===== src/rtl/jtl_pkg.sv =====
// Shared types, character codes and token kinds for the JSON token lexer.
`timescale 1ns / 1ps

package jtl_pkg;

    // Default width of the internal byte position counter.
    localparam int POS_WIDTH_DEFAULT = 32;
    // Width of the positions that are reported on the output.
    localparam int OUT_POS_WIDTH = 32;
    // Depth of the token queue ahead of the output port.
    localparam int QUEUE_DEPTH = 4;
    localparam int QUEUE_AW = $clog2(QUEUE_DEPTH);

    // Character codes used by the scanner.
    localparam logic [7:0] CH_SPACE   = 8'h20;
    localparam logic [7:0] CH_TAB     = 8'h09;
    localparam logic [7:0] CH_CR      = 8'h0D;
    localparam logic [7:0] CH_LF      = 8'h0A;
    localparam logic [7:0] CH_LCURLY  = 8'h7B;
    localparam logic [7:0] CH_RCURLY  = 8'h7D;
    localparam logic [7:0] CH_LSQUARE = 8'h5B;
    localparam logic [7:0] CH_RSQUARE = 8'h5D;
    localparam logic [7:0] CH_COLON   = 8'h3A;
    localparam logic [7:0] CH_COMMA   = 8'h2C;
    localparam logic [7:0] CH_DQUOTE  = 8'h22;
    localparam logic [7:0] CH_SQUOTE  = 8'h27;
    localparam logic [7:0] CH_BSLASH  = 8'h5C;
    localparam logic [7:0] CH_DOT     = 8'h2E;
    localparam logic [7:0] CH_MINUS   = 8'h2D;
    localparam logic [7:0] CH_PLUS    = 8'h2B;
    localparam logic [7:0] CH_LOW_E   = 8'h65;
    localparam logic [7:0] CH_UP_E    = 8'h45;
    localparam logic [7:0] CH_ZERO    = 8'h30;
    localparam logic [7:0] CH_NINE    = 8'h39;
    localparam logic [7:0] CH_LOW_A   = 8'h61;
    localparam logic [7:0] CH_LOW_Z   = 8'h7A;
    localparam logic [7:0] CH_UP_A    = 8'h41;
    localparam logic [7:0] CH_UP_Z    = 8'h5A;

    // Token kinds as they appear on the output.
    typedef enum logic [3:0] {
        KIND_LCURLY  = 4'd0,
        KIND_RCURLY  = 4'd1,
        KIND_LSQUARE = 4'd2,
        KIND_RSQUARE = 4'd3,
        KIND_COLON   = 4'd4,
        KIND_COMMA   = 4'd5,
        KIND_STRING  = 4'd6,
        KIND_INTEGER = 4'd7,
        KIND_FLOAT   = 4'd8,
        KIND_KEYWORD = 4'd9,
        KIND_ERROR   = 4'd10
    } kind_t;

    // Scanner modes, one-hot.
    typedef enum logic [11:0] {
        MODE_START      = 12'b0000_0000_0001,
        MODE_STRING     = 12'b0000_0000_0010,
        MODE_ZERO       = 12'b0000_0000_0100,
        MODE_SIGN       = 12'b0000_0000_1000,
        MODE_INT        = 12'b0000_0001_0000,
        MODE_FRAC       = 12'b0000_0010_0000,
        MODE_EXP_START  = 12'b0000_0100_0000,
        MODE_EXP_SIGN   = 12'b0000_1000_0000,
        MODE_EXP_DIGITS = 12'b0001_0000_0000,
        MODE_KEYWORD    = 12'b0010_0000_0000,
        MODE_AFTER      = 12'b0100_0000_0000,
        MODE_HALTED     = 12'b1000_0000_0000
    } mode_t;

    // One token as it leaves the block.
    typedef struct packed {
        kind_t                      kind;
        logic [OUT_POS_WIDTH-1:0]   first_pos;
        logic [OUT_POS_WIDTH-1:0]   final_pos;
        logic                       last_of_run;
    } token_t;

    // Tokens produced by one text byte, in order.
    typedef struct packed {
        logic [1:0] count;
        token_t     tok0;
        token_t     tok1;
    } results_t;

endpackage


===== src/rtl/json_token_lexer_top.sv =====
// Top level of the JSON token lexer: input register, scanner and token queue.
//
//  Channel  | Direction | tdata                          | tuser      | tlast
//  ---------+-----------+--------------------------------+------------+------------
//  s_axis   | in        | [7:0] text_byte                | -          | end_of_text
//  m_axis   | out       | [31:0] first_pos, [63:32] final_pos | token_kind | last_of_run
//
// One text byte is taken per clock while the queue has room. A byte that causes
// two tokens writes both into the queue at once, while the output side delivers
// at most one token per clock. An accepted byte passes the input register, then
// the queue write, on its way to the output. The queue holds four tokens and the
// input stalls when fewer than two places are free. Reset clears the scanner
// state, the byte position and the queue.
`timescale 1ns / 1ps

module json_token_lexer_top #(
    parameter int POS_WIDTH = jtl_pkg::POS_WIDTH_DEFAULT
) (
    input  logic        clk,
    input  logic        rst_n,
    input  logic        s_tvalid,
    output logic        s_tready,
    input  logic [7:0]  s_tdata,    // [7:0] text_byte
    input  logic        s_tlast,    // end_of_text
    output logic        m_tvalid,
    input  logic        m_tready,
    output logic [63:0] m_tdata,    // [31:0] first_pos, [63:32] final_pos
    output logic [3:0]  m_tuser,    // [3:0] token_kind
    output logic        m_tlast     // last_of_run
);

    logic              in_valid_reg;
    logic [7:0]        in_byte_reg;
    logic              in_eot_reg;
    logic              advance;
    logic              room;
    jtl_pkg::results_t results;
    jtl_pkg::token_t   out_token;

    // The held item moves on when the queue has room for its tokens.
    assign advance  = in_valid_reg && room;
    assign s_tready = !in_valid_reg || advance;

    always_ff @(posedge clk or negedge rst_n)
    begin
        if (!rst_n)
            in_valid_reg <= 1'b0;
        else if (s_tready)
            in_valid_reg <= s_tvalid;
    end

    always_ff @(posedge clk)
    begin
        if (s_tready && s_tvalid)
        begin
            in_byte_reg <= s_tdata;
            in_eot_reg  <= s_tlast;
        end
    end

    // Scanner.
    jtl_core #(
        .POS_WIDTH (POS_WIDTH)
    ) u_core (
        .clk         (clk),
        .rst_n       (rst_n),
        .step        (advance),
        .text_byte   (in_byte_reg),
        .end_of_text (in_eot_reg),
        .results     (results)
    );

    // Output token queue.
    jtl_queue u_queue (
        .clk       (clk),
        .rst_n     (rst_n),
        .push      (advance),
        .push_data (results),
        .room      (room),
        .out_valid (m_tvalid),
        .out_ready (m_tready),
        .out_token (out_token)
    );

    assign m_tdata = {out_token.final_pos, out_token.first_pos};
    assign m_tuser = out_token.kind;
    assign m_tlast = out_token.last_of_run;

endmodule


===== src/rtl/jtl_core.sv =====
// Scanner state and per-byte token decision logic for the JSON token lexer.
`timescale 1ns / 1ps

module jtl_core #(
    parameter int POS_WIDTH = jtl_pkg::POS_WIDTH_DEFAULT
) (
    input  logic              clk,
    input  logic              rst_n,
    input  logic              step,
    input  logic [7:0]        text_byte,
    input  logic              end_of_text,
    output jtl_pkg::results_t results
);

    localparam logic [POS_WIDTH-1:0] POS_ONE = POS_WIDTH'(1);

    jtl_pkg::mode_t          mode_reg, mode_next;
    logic                    frac_reg, frac_next;
    logic                    sq_reg, sq_next;
    logic                    esc_reg, esc_next;
    logic [POS_WIDTH-1:0]    begin_reg, begin_next;
    logic [POS_WIDTH-1:0]    pos_reg, pos_next;

    logic                    is_digit, is_alpha, is_lower, is_space, is_term, is_exp_mark;
    logic                    do_start, do_close, do_after;
    jtl_pkg::kind_t          close_kind;
    jtl_pkg::kind_t          punct_kind;
    logic                    is_punct;
    logic [7:0]              quote_char;
    jtl_pkg::results_t       res;

    // Reports a position in the output width, zero-extended or truncated.
    function automatic logic [jtl_pkg::OUT_POS_WIDTH-1:0] out_pos(logic [POS_WIDTH-1:0] v);
        logic [63:0] wide;
        wide = 64'(v);
        return wide[jtl_pkg::OUT_POS_WIDTH-1:0];
    endfunction

    // Appends a token to the list for this byte; more than two are dropped.
    function automatic jtl_pkg::results_t add_tok(jtl_pkg::results_t r, jtl_pkg::kind_t k,
                                                  logic [POS_WIDTH-1:0] f,
                                                  logic [POS_WIDTH-1:0] l);
        jtl_pkg::token_t t;
        jtl_pkg::results_t o;
        t.kind        = k;
        t.first_pos   = out_pos(f);
        t.final_pos   = out_pos(l);
        t.last_of_run = 1'b0;
        o = r;
        if (r.count == 2'd0)
        begin
            o.tok0  = t;
            o.count = 2'd1;
        end
        else if (r.count == 2'd1)
        begin
            o.tok1  = t;
            o.count = 2'd2;
        end
        return o;
    endfunction

    // Character classes of the current byte.
    always_comb
    begin
        is_digit    = text_byte inside {[jtl_pkg::CH_ZERO:jtl_pkg::CH_NINE]};
        is_lower    = text_byte inside {[jtl_pkg::CH_LOW_A:jtl_pkg::CH_LOW_Z]};
        is_alpha    = is_lower || (text_byte inside {[jtl_pkg::CH_UP_A:jtl_pkg::CH_UP_Z]});
        is_space    = text_byte inside {jtl_pkg::CH_SPACE, jtl_pkg::CH_TAB,
                                        jtl_pkg::CH_CR, jtl_pkg::CH_LF};
        is_exp_mark = text_byte inside {jtl_pkg::CH_LOW_E, jtl_pkg::CH_UP_E};
        is_term     = is_space || (text_byte inside {jtl_pkg::CH_RCURLY, jtl_pkg::CH_RSQUARE,
                                                     jtl_pkg::CH_COMMA, jtl_pkg::CH_COLON});
        quote_char  = sq_reg ? jtl_pkg::CH_SQUOTE : jtl_pkg::CH_DQUOTE;
    end

    // Single-byte punctuation tokens.
    always_comb
    begin
        is_punct   = 1'b1;
        punct_kind = jtl_pkg::KIND_ERROR;
        case (text_byte)
            jtl_pkg::CH_LCURLY:  punct_kind = jtl_pkg::KIND_LCURLY;
            jtl_pkg::CH_RCURLY:  punct_kind = jtl_pkg::KIND_RCURLY;
            jtl_pkg::CH_LSQUARE: punct_kind = jtl_pkg::KIND_LSQUARE;
            jtl_pkg::CH_RSQUARE: punct_kind = jtl_pkg::KIND_RSQUARE;
            jtl_pkg::CH_COLON:   punct_kind = jtl_pkg::KIND_COLON;
            jtl_pkg::CH_COMMA:   punct_kind = jtl_pkg::KIND_COMMA;
            default:             is_punct   = 1'b0;
        endcase
    end

    // Next state and the tokens caused by this byte.
    always_comb
    begin
        res        = '0;
        mode_next  = mode_reg;
        frac_next  = frac_reg;
        sq_next    = sq_reg;
        esc_next   = esc_reg;
        begin_next = begin_reg;
        pos_next   = pos_reg;
        do_start   = 1'b0;
        do_close   = 1'b0;
        do_after   = 1'b0;
        close_kind = jtl_pkg::KIND_INTEGER;

        case (mode_reg)
            jtl_pkg::MODE_START:
            begin
                do_start = 1'b1;
            end
            jtl_pkg::MODE_STRING:
            begin
                if (esc_reg)
                    esc_next = 1'b0;
                else if (text_byte == jtl_pkg::CH_BSLASH)
                    esc_next = 1'b1;
                else if (text_byte == quote_char)
                begin
                    res       = add_tok(res, jtl_pkg::KIND_STRING, begin_reg, pos_reg);
                    mode_next = jtl_pkg::MODE_AFTER;
                end
            end
            jtl_pkg::MODE_AFTER:
            begin
                do_after = 1'b1;
            end
            jtl_pkg::MODE_ZERO:
            begin
                if (is_digit)
                begin
                    res       = add_tok(res, jtl_pkg::KIND_ERROR, begin_reg, pos_reg);
                    mode_next = jtl_pkg::MODE_HALTED;
                end
                else if (text_byte == jtl_pkg::CH_DOT)
                begin
                    frac_next = 1'b1;
                    mode_next = jtl_pkg::MODE_FRAC;
                end
                else if (is_exp_mark)
                    mode_next = jtl_pkg::MODE_EXP_START;
                else
                    do_close = 1'b1;
            end
            jtl_pkg::MODE_SIGN:
            begin
                if (text_byte == jtl_pkg::CH_ZERO)
                    mode_next = jtl_pkg::MODE_ZERO;
                else if (is_digit)
                    mode_next = jtl_pkg::MODE_INT;
                else
                begin
                    res       = add_tok(res, jtl_pkg::KIND_ERROR, begin_reg, pos_reg);
                    mode_next = jtl_pkg::MODE_HALTED;
                end
            end
            jtl_pkg::MODE_INT:
            begin
                if (is_digit)
                    mode_next = jtl_pkg::MODE_INT;
                else if (text_byte == jtl_pkg::CH_DOT)
                begin
                    frac_next = 1'b1;
                    mode_next = jtl_pkg::MODE_FRAC;
                end
                else if (is_exp_mark)
                    mode_next = jtl_pkg::MODE_EXP_START;
                else
                    do_close = 1'b1;
            end
            jtl_pkg::MODE_FRAC:
            begin
                if (is_exp_mark)
                    mode_next = jtl_pkg::MODE_EXP_START;
                else if (!is_digit)
                begin
                    do_close   = 1'b1;
                    close_kind = jtl_pkg::KIND_FLOAT;
                end
            end
            jtl_pkg::MODE_EXP_START:
            begin
                if (text_byte == jtl_pkg::CH_PLUS || text_byte == jtl_pkg::CH_MINUS)
                    mode_next = jtl_pkg::MODE_EXP_SIGN;
                else if (is_digit)
                    mode_next = jtl_pkg::MODE_EXP_DIGITS;
                else
                begin
                    res       = add_tok(res, jtl_pkg::KIND_ERROR, begin_reg, pos_reg);
                    mode_next = jtl_pkg::MODE_HALTED;
                end
            end
            jtl_pkg::MODE_EXP_SIGN:
            begin
                if (is_digit)
                    mode_next = jtl_pkg::MODE_EXP_DIGITS;
                else
                begin
                    res       = add_tok(res, jtl_pkg::KIND_ERROR, begin_reg, pos_reg);
                    mode_next = jtl_pkg::MODE_HALTED;
                end
            end
            jtl_pkg::MODE_EXP_DIGITS:
            begin
                if (!is_digit)
                begin
                    do_close   = 1'b1;
                    close_kind = frac_reg ? jtl_pkg::KIND_FLOAT : jtl_pkg::KIND_INTEGER;
                end
            end
            jtl_pkg::MODE_KEYWORD:
            begin
                if (!is_alpha)
                begin
                    do_close   = 1'b1;
                    close_kind = jtl_pkg::KIND_KEYWORD;
                end
            end
            default:
            begin
                mode_next = jtl_pkg::MODE_HALTED;
            end
        endcase

        // A number or keyword ends at the previous byte; then this byte is checked.
        if (do_close)
        begin
            res      = add_tok(res, close_kind, begin_reg, pos_reg - POS_ONE);
            do_after = 1'b1;
        end

        // Only a terminator may follow a finished token.
        if (do_after)
        begin
            if (is_term)
                do_start = 1'b1;
            else
            begin
                res       = add_tok(res, jtl_pkg::KIND_ERROR, pos_reg, pos_reg);
                mode_next = jtl_pkg::MODE_HALTED;
            end
        end

        // Byte seen between tokens.
        if (do_start)
        begin
            mode_next = jtl_pkg::MODE_START;
            frac_next = 1'b0;
            esc_next  = 1'b0;
            if (!is_space)
            begin
                if (is_punct)
                    res = add_tok(res, punct_kind, pos_reg, pos_reg);
                else
                begin
                    begin_next = pos_reg;
                    if (text_byte == jtl_pkg::CH_DQUOTE || text_byte == jtl_pkg::CH_SQUOTE)
                    begin
                        sq_next   = (text_byte == jtl_pkg::CH_SQUOTE);
                        mode_next = jtl_pkg::MODE_STRING;
                    end
                    else if (text_byte == jtl_pkg::CH_ZERO)
                        mode_next = jtl_pkg::MODE_ZERO;
                    else if (is_digit)
                        mode_next = jtl_pkg::MODE_INT;
                    else if (text_byte == jtl_pkg::CH_MINUS)
                        mode_next = jtl_pkg::MODE_SIGN;
                    else if (is_lower)
                        mode_next = jtl_pkg::MODE_KEYWORD;
                    else
                    begin
                        res       = add_tok(res, jtl_pkg::KIND_ERROR, pos_reg, pos_reg);
                        mode_next = jtl_pkg::MODE_HALTED;
                    end
                end
            end
        end

        // End of text flushes a pending token and returns to the reset state.
        if (end_of_text)
        begin
            if (mode_next inside {jtl_pkg::MODE_ZERO, jtl_pkg::MODE_INT,
                                  jtl_pkg::MODE_FRAC, jtl_pkg::MODE_EXP_DIGITS})
                res = add_tok(res, frac_next ? jtl_pkg::KIND_FLOAT : jtl_pkg::KIND_INTEGER,
                              begin_next, pos_reg);
            else if (mode_next == jtl_pkg::MODE_KEYWORD)
                res = add_tok(res, jtl_pkg::KIND_KEYWORD, begin_next, pos_reg);
            else if (mode_next inside {jtl_pkg::MODE_STRING, jtl_pkg::MODE_SIGN,
                                       jtl_pkg::MODE_EXP_START, jtl_pkg::MODE_EXP_SIGN})
                res = add_tok(res, jtl_pkg::KIND_ERROR, begin_next, pos_reg);
            mode_next  = jtl_pkg::MODE_START;
            frac_next  = 1'b0;
            sq_next    = 1'b0;
            esc_next   = 1'b0;
            begin_next = '0;
            pos_next   = '0;
        end
        else
            pos_next = pos_reg + POS_ONE;

        // Mark the last token of this byte.
        if (res.count == 2'd1)
            res.tok0.last_of_run = 1'b1;
        else if (res.count == 2'd2)
            res.tok1.last_of_run = 1'b1;
    end

    assign results = res;

    // Scanner state registers.
    always_ff @(posedge clk or negedge rst_n)
    begin
        if (!rst_n)
        begin
            mode_reg  <= jtl_pkg::MODE_START;
            frac_reg  <= 1'b0;
            sq_reg    <= 1'b0;
            esc_reg   <= 1'b0;
            begin_reg <= '0;
            pos_reg   <= '0;
        end
        else if (step)
        begin
            mode_reg  <= mode_next;
            frac_reg  <= frac_next;
            sq_reg    <= sq_next;
            esc_reg   <= esc_next;
            begin_reg <= begin_next;
            pos_reg   <= pos_next;
        end
    end

endmodule


===== src/rtl/jtl_queue.sv =====
// Small token queue that takes up to two tokens a cycle and releases one.
`timescale 1ns / 1ps

module jtl_queue (
    input  logic              clk,
    input  logic              rst_n,
    input  logic              push,
    input  jtl_pkg::results_t push_data,
    output logic              room,
    output logic              out_valid,
    input  logic              out_ready,
    output jtl_pkg::token_t   out_token
);

    localparam int AW = jtl_pkg::QUEUE_AW;

    jtl_pkg::token_t       mem [jtl_pkg::QUEUE_DEPTH];
    logic [AW-1:0]         wr_ptr_reg, wr_ptr_next;
    logic [AW-1:0]         rd_ptr_reg, rd_ptr_next;
    logic [AW:0]           count_reg, count_next;
    logic [1:0]            n_push;
    logic                  pop;

    // Room for the two tokens that one byte may cause.
    assign room      = (count_reg <= (AW+1)'(jtl_pkg::QUEUE_DEPTH - 2));
    assign out_valid = (count_reg != '0);
    assign out_token = mem[rd_ptr_reg];
    assign pop       = out_valid && out_ready;

    // Pointer and fill bookkeeping.
    always_comb
    begin
        n_push      = push ? push_data.count : 2'd0;
        wr_ptr_next = wr_ptr_reg + AW'(n_push);
        rd_ptr_next = rd_ptr_reg + AW'(pop);
        count_next  = count_reg + (AW+1)'(n_push) - (AW+1)'(pop);
    end

    always_ff @(posedge clk or negedge rst_n)
    begin
        if (!rst_n)
        begin
            wr_ptr_reg <= '0;
            rd_ptr_reg <= '0;
            count_reg  <= '0;
        end
        else
        begin
            wr_ptr_reg <= wr_ptr_next;
            rd_ptr_reg <= rd_ptr_next;
            count_reg  <= count_next;
        end
    end

    // Token storage, written in order at up to two places.
    always_ff @(posedge clk)
    begin
        if (push && push_data.count != 2'd0)
            mem[wr_ptr_reg] <= push_data.tok0;
        if (push && push_data.count == 2'd2)
            mem[wr_ptr_reg + AW'(1)] <= push_data.tok1;
    end

endmodule


===== config.mk =====
export PLATFORM = sky130hd
export DESIGN_NAME = json_token_lexer_top
export DESIGN_NICKNAME = d
export VERILOG_FILES = /design/src/rtl/jtl_pkg.sv /design/src/rtl/json_token_lexer_top.sv /design/src/rtl/jtl_core.sv /design/src/rtl/jtl_queue.sv
export SDC_FILE = /design/constraint.sdc
export NUM_CORES = 1
export LEC_CHECK = 0
export ABC_AREA = 1
export ABC_CLOCK_PERIOD_IN_PS = 5800
export BUFFER_PORTS_ARGS = -buffer_cell sky130_fd_sc_hd__buf_4
export CELL_PAD_IN_SITES_DETAIL_PLACEMENT = 1
export CELL_PAD_IN_SITES_GLOBAL_PLACEMENT = 1
export CORE_MARGIN = 3
export CORE_UTILIZATION = 42
export DETAILED_ROUTE_END_ITERATION = 10
export PLACE_DENSITY = 0.8
export SLEW_MARGIN = 20
export SYNTH_ARGS = -nofsm -noshare
export SYNTH_HDL_FRONTEND = slang
export SYNTH_SLANG_ARGS = --single-unit

===== constraint.sdc =====
create_clock -name clk -period 5.8 [get_ports clk]
set_input_delay 0 -clock clk [delete_from_list [all_inputs] [get_ports clk]]
set_output_delay 0 -clock clk [all_outputs]
set_load 0.02 [all_outputs]

==> flow_summary_export.csv, run 1 <==
group,metric,value,unit
min_path,hp-class,"in2async",
route,met2WireLength,47.30,mm
worst_setup_path,start_kind,"flip-flop",
worst_setup_path,cp_data_arrival_time,5.80,ns
power_and_ir_drop,p_seq_frac,0.288,
finish,finish.net_count,3159,
finish,drive_above_1_share,0.09470,
placement,dpl_cell_area,24590,sq um
worst_setup_path,slowest_stage,"o21ai_0",
timing,finClkSkew,0.03228,ns
timing,period_minus_slack,5.332,ns
synthesis,postSynthCellCount,3151,
power_and_ir_drop,switchingPower,6065,uW
route,dr_wl_met3,7.409,mm
route,num_vias,23644,
power_and_ir_drop,combinationalPowerShare,0.482,
placement,dpl.cell_count,3813,
synthesis,yosysSeqAreaShare,0.4577,
worst_setup_path,worst_path_most_repeated_cell,"nand2_1",
clocking,clock_latency,0.61,ns
global_routing,grt_max_degree,111,
placement,portBuffers,83,
synthesis,ys_warn_count,0,
floorplanning,ios,84,
finish,stdcell_count,3908,
synthesis,synth_area_per_cell,7.444,sq um
placement,hpwl,66.33,mm
timing,setup_viol,0,
clocking,cts_tree,"done",
placement,place_ws,0.3945,ns
worst_setup_path,timing.rr.end,"u_queue.mem[0][4]$_DFFE_PP_",
finish,fill_cells,6759,
worst_setup_path,crit_path_end_kind,"flip-flop",
power_and_ir_drop,p_sw_frac,0.4700,
power_and_ir_drop,cellPowerDensity,491.4,nW/um^2
clocking,post-cts-setup-buffers,0,
worst_setup_path,slowest_delay,0.72,ns
timing,maxClockFrequency,0.1876,GHz
timing,slew_headroom,0.1963,
global_routing,overflow,0,
worst_setup_path,crit_required,6.27,ns
run_status,status,"finished clean",
power_and_ir_drop,leakagePower,0.01154,uW
clocking,clk_pin_slew,0.06,ns
route,wl_per_cell,25.44,um
synthesis,synth_seq_cells,372,
clocking,clockRootBuffer,"clkbuf_16",
worst_setup_path,rrSetupSlack,0.47,ns
timing,slew_viol_final,0,
power_and_ir_drop,pwr-share-clk,0.230,
synthesis,synthFlopType,"edfxtp_1",
route,highest_layer,"met4",
worst_setup_path,path_cells,"inv_1 -> nand2_1 -> nor2_2 -> o21ai_0 -> nand2_1 -> nand2_1 -> nor2_1 -> a21oi_1 -> nor2_2 -> inv_1 -> ha_1 -> inv_1 -> nand2_1 -> o21ai_0 -> ha_1 -> o21ai_1 -> inv_1 -> ha_1 -> nand3_4 -> buf_4 -> nand2_1 -> o21ai_0 -> nand2_1 -> nand2_1",
worst_setup_path,reg2reg_depth,24,
clocking,cts_made_buffers,44,
placement,globalplace.congestion,1.008,
route,via_per_inst,6.050,
route,antenna_left,0,
floorplanning,fp.dieW,242.3,um
power_and_ir_drop,internal_power,6839,uW
floorplanning,core,54560,sq um
floorplanning,die_area,58720,sq um
worst_setup_path,critical_path_class,"reg2reg",
floorplanning,rows,85,
power_and_ir_drop,ir_drop,410.9,uV
timing,worst_slew_pin_slew,1.204,ns
worst_setup_path,rr_startpoint,"in_byte_reg[6]$_DFFE_PP_",
clocking,cts_sinks,372,
finish,final_area,26260,sq um
synthesis,synth_cell_types,50,
route,wl,99.44,mm
synthesis,syn_nets,3178,
synthesis,async_flop_share,0.2339,
run,maxCapViolations,0,
route,wl_met1,40.30,mm
synthesis,synth_area,23460,sq um
clocking,cts.htree.levels,2,
floorplanning,initial_core_util,0.4300,
clocking,clockBufferDepth,3,
finish,largest_reg_flops,276,
worst_setup_path,crit_fanout,20,
synthesis,synth_edf_count,285,
global_routing,grt_pass1_wl,150.9,mm
timing,hold_viol_final,0,
global_routing,antenna_found_initial,2,
floorplanning,die_h,242.3,um
finish,syn2layout_area_growth,11.93,%
timing,rsz0062_at_grt,"no",
global_routing,grt_usage,0.3325,
route,drtPass1Iterations,5,
route,drtIter0Drc,2209,
timing,timing.final.ws_setup,0.4682,ns
timing,fin_setup_tns,0,ns
global_routing,grt_pass1_vias,24493,
timing,fin_crit_sh,0.9193,
route,drc,0,
-- cells in the final DEF (no fill, tap or decap), drive strengths merged, types with 16 or more instances in the layout --
master | synthesis | final
nand2 | 978 | 978
nand3 | 397 | 397
o21ai | 331 | 331
edfxtp | 285 | 285
nor2 | 276 | 276
inv | 227 | 227
buf | 88 | 145
o22ai | 128 | 128
dfrtp | 86 | 86
clkbuf | 134 | 60
a21oi | 36 | 36
nor3 | 34 | 34
nand4 | 32 | 32
xor2 | 31 | 31
clkinv | 12 | 26
or2 | 16 | 16
-- power by group through the flow --
stage | logic, uW | registers [uW] | clock network, uW
detailed placement | 6130 | 3760 | 0
floorplan | 3690 | 3660 | 0
CTS | 6170 | 3710 | 2990
global route | 6660 | 3750 | 3090
finish | 6230 | 3710 | 2960
global placement | 5940 | 3730 | 0
-- how the worst max path moves through the flow --
stage                                              start  slack, ns                            to
after detailed placement        in_byte_reg[3]$_DFFE_PP_       0.39   u_queue.mem[0][4]$_DFFE_PP_
after floorplan           u_core.mode_reg[1]$_DFFE_PN0P_       0.33   u_queue.mem[0][0]$_DFFE_PP_
final                           in_byte_reg[6]$_DFFE_PP_       0.47   u_queue.mem[0][4]$_DFFE_PP_
after CTS                       in_byte_reg[7]$_DFFE_PP_       0.39   u_queue.mem[0][4]$_DFFE_PP_
after global placement          in_byte_reg[7]$_DFFE_PP_       0.64   u_queue.mem[0][4]$_DFFE_PP_
after global routing      u_core.mode_reg[6]$_DFFE_PN0P_       0.03  u_queue.mem[0][13]$_DFFE_PP_
-- layout make-up --
class	instances	area, sq um	share of cell area
Multi-Input combinational cell	2318	10820	0.4121
Sequential cell	372	10740	0.4091
Timing Repair Buffer	157	1334	0.05080
Clock buffer	60	1252	0.04770
Tap cell	739	924.6	0.03522
Inverter	239	899.6	0.03426
Clock inverter	22	281.5	0.01072
Antenna cell	1	2.502	0.00009531
-- per-stage QoR --
stage,power (uW),utilization,hold slack (ns)
CTS,12860,0.4811,0.01819
floorplan,7350,-,-0.2956
global route,13500,0.4812,0.08746
detailed placement,9892,0.4508,0.1041
global placement,9668,0.4508,0.1068
finish,12900,0.4813,0.003284
-- cell families after synthesis --
logic type | share of synthesized area
AND/OR/NAND/NOR | 0.3157
AO/OA/AOI/OAI | 0.1224
buffers and inverters | 0.08412
flip-flops | 0.4577
XOR/XNOR | 0.01232
adder cells (fa/ha/maj) | 0.007788
-- routing by layer --
layer,GRT usage,vias up
met5,0,-
met4,0.1485,0
met3,0.05600,245
met2,0.5521,997
li1,-,10555
met1,0.4270,11847
-- synthesized netlist by cell type, drive strengths merged (16+ instances only) --
master,n,share of area
nor2,276,0.047
nand4,32,0.0085
a21oi,36,0.0077
or2,16,0.0043
dfrtp,86,0.092
nand3,397,0.087
clkbuf,134,0.022
nand2,978,0.16
o21ai,331,0.071
edfxtp,285,0.36
xor2,31,0.012
o22ai,128,0.034
nor3,34,0.0073
inv,227,0.036
buf,88,0.024
-- critical path, delay by kind of cell (launching register included) --
family          cells  cell delay [ns]
fa+ha+maj           3             0.85
compound gates      5             1.34
flops               1             0.44
buf+inv             5             0.75
simple gates       11             1.81
-- what timing repair did --
item | 4_1_cts | 5_1_grt
setup endpoints to repair | 0 | 173
hold buffers | 12 | 0
resized for setup | 0 | 2
hold endpoints to repair | 64 | 0
No activity file was read; power rests on OpenSTA's default activity.
==> inputs of run 2 (changes only) <==
Settings changed: CORE_ASPECT_RATIO set to 1.4, RECOVER_POWER set to 100.
==> flow_summary_export.csv, run 2 (synthesis results as in run 1) <==
group,metric,value,unit
route,num_vias,23725,
floorplanning,rows,101,
timing,period_minus_slack,5.361,ns
route,drc,0,
timing,slew_viol_final,252,
timing,fin_crit_sh,0.9242,
placement,globalplace.congestion,0.9595,
floorplanning,die_h,285.6,um
finish,final_cell_mix,"nand2_1, nand3_1, o21ai_0, edfxtp_1, nor2_1",
timing,hold_viol_final,0,
placement,dpl_cell_area,24550,sq um
floorplanning,initial_core_util,0.4287,
finish,drive_above_1_share,0.07383,
timing,maxClockFrequency,0.1865,GHz
finish,final_area,25660,sq um
global_routing,overflow,0,
worst_setup_path,crit_required,6.11,ns
power_and_ir_drop,leakagePower,0.01121,uW
clocking,post-cts-setup-buffers,0,
placement,portBuffers,83,
run_status,status,"finished, violations left",
route,drtPass1Iterations,5,
clocking,cts_made_buffers,40,
global_routing,grt_usage,0.3235,
route,antenna_left,0,
clocking,clockBufferDepth,3,
worst_setup_path,critical_path_class,"reg2reg",
finish,largest_reg_flops,276,
timing,fin_setup_tns,0,ns
finish,finish.net_count,3154,
timing,finClkSkew,0.02748,ns
floorplanning,core,54720,sq um
clocking,cts.htree.levels,2,
power_and_ir_drop,cellPowerDensity,474.8,nW/um^2
route,drtIter0Drc,2078,
floorplanning,fp.dieW,205.7,um
global_routing,grt_pass1_wl,146.2,mm
timing,rsz0062_at_grt,"no",
global_routing,grt_pass1_vias,24507,
timing,worst_slew_pin_slew,4.101,ns
placement,hpwl,64.76,mm
floorplanning,ios,84,
clocking,clockRootBuffer,"clkbuf_16",
power_and_ir_drop,ir_drop,259.3,uV
route,via_per_inst,6.119,
route,wl,96.85,mm
min_path,hp-class,"in2reg",
run,maxCapViolations,5,
clocking,cts_tree,"done",
global_routing,antenna_found_initial,0,
timing,slew_headroom,-1.734,
run_status,violations,"capacitance limit, slew limit",
floorplanning,die_area,58760,sq um
global_routing,grt_max_degree,149,
finish,fill_cells,6841,
worst_setup_path,crit_path_end_kind,"flip-flop",
clocking,cts_sinks,372,
finish,layout_commonest_cell,"nand2_1",
route,wl_per_cell,24.98,um
power_and_ir_drop,fin_total_pwr,12190,uW
finish,antenna_cells,0,
clocking,clk_pin_slew,0.06,ns
timing,setup_viol,0,
worst_setup_path,cp_data_arrival_time,5.67,ns
clocking,clock_latency,0.58,ns
finish,syn2layout_area_growth,9.409,%
worst_setup_path,crit_fanout,69,
worst_setup_path,start_kind,"flip-flop",
run 2: worst max-delay path, stage by stage, from the launching register on:
cell      delay [ns]
dfrtp_1         0.44
nor2_1          0.22
nand2_1         0.16
nor2_1          0.21
nand2_1         0.11
nand2_1         0.17
nand3_1         0.22
nand2_1         0.19
clkinv_1        0.14
ha_1            0.23
o21ai_1         0.13
nand2_1         0.09
nand2_1         0.10
inv_1           0.06
ha_1            0.28
o21ai_1         0.24
inv_1           0.09
ha_1            0.26
nand3_4         0.15
nand3_4         0.13
nor2_4          0.42
nand2_1         0.20
buf_4           0.52
nand2_1         0.22
nand2_1         0.07
run 2: per-layer routing:
metal / track usage / vias to the layer above / wire [um]
li1: - / 10531 / -
met1: 0.4007 / 11900 / 37940
met2: 0.5598 / 1059 / 47650
met3: 0.04394 / 235 / 7039
met4: 0.1424 / 0 / 4216
met5: 0 / - / 0
run 2: power by group:
group / leakage (uW) / total [uW] / internal (uW) / switching (uW)
Sequential: 0.00385 / 3750 / 3470 / 284
Combinational: 0.00676 / 5820 / 1350 / 4470
Clock: 0.000606 / 2610 / 1460 / 1150
Total: 0.0112 / 12200 / 6270 / 5910
run 2: timing repair:
action / CTS / global route
endpoints found under the setup margin: 0 / 159
hold buffers: 13 / 0
endpoints found under the hold margin: 44 / 0
gates resized for setup: 0 / 4
run 2: stage by stage:
step | hold slack [ns] | cells | utilization | setup WS, ns
final | 0.02403 | 3877 | 0.4690 | 0.4394
after global routing | 0.01606 | 3877 | 0.4690 | 0.004066
after CTS | 0.001361 | 3877 | 0.4747 | 0.3622
after detailed placement | -0.02597 | 3793 | 0.4487 | 0.4500
after global placement | -0.02282 | 3793 | 0.4487 | 0.5848
after floorplan | -0.2956 | 3151 | - | 0.3271
run 2: path summary, 6_finish.rpt:
kind | startpoint | endpoint | slack, ns | cells after the start
max | u_core.mode_reg[2]$_DFFE_PN0P_ | u_queue.mem[3][10]$_DFFE_PP_ | 0.44 | 24
min | m_tready | u_queue.rd_ptr_reg[0]$_DFF_PN0_ | 0.02 | 3
max reg2reg | u_core.mode_reg[2]$_DFFE_PN0P_ | u_queue.mem[3][10]$_DFFE_PP_ | 0.44 | 24
min reg2reg | in_valid_reg$_DFFE_PN0N_ | in_valid_reg$_DFFE_PN0N_ | 0.55 | 2
max in group asynchronous | rst_n | u_queue.rd_ptr_reg[1]$_DFF_PN0_ | 0.96 | 4
min in group asynchronous | rst_n | u_core.begin_reg[17]$_DFFE_PN0P_ | 1.23 | 4
run 2: final cells by class:
cell class                      count  area, sq um  area share
Clock buffer                       47         1027     0.04003
Clock inverter                     24        251.5    0.009799
Inverter                          239        897.1     0.03496
Multi-Input combinational cell   2318        10790      0.4206
Sequential cell                   372        10740      0.4184
Tap cell                          721        902.1     0.03515
Timing Repair Buffer              156         1055     0.04110
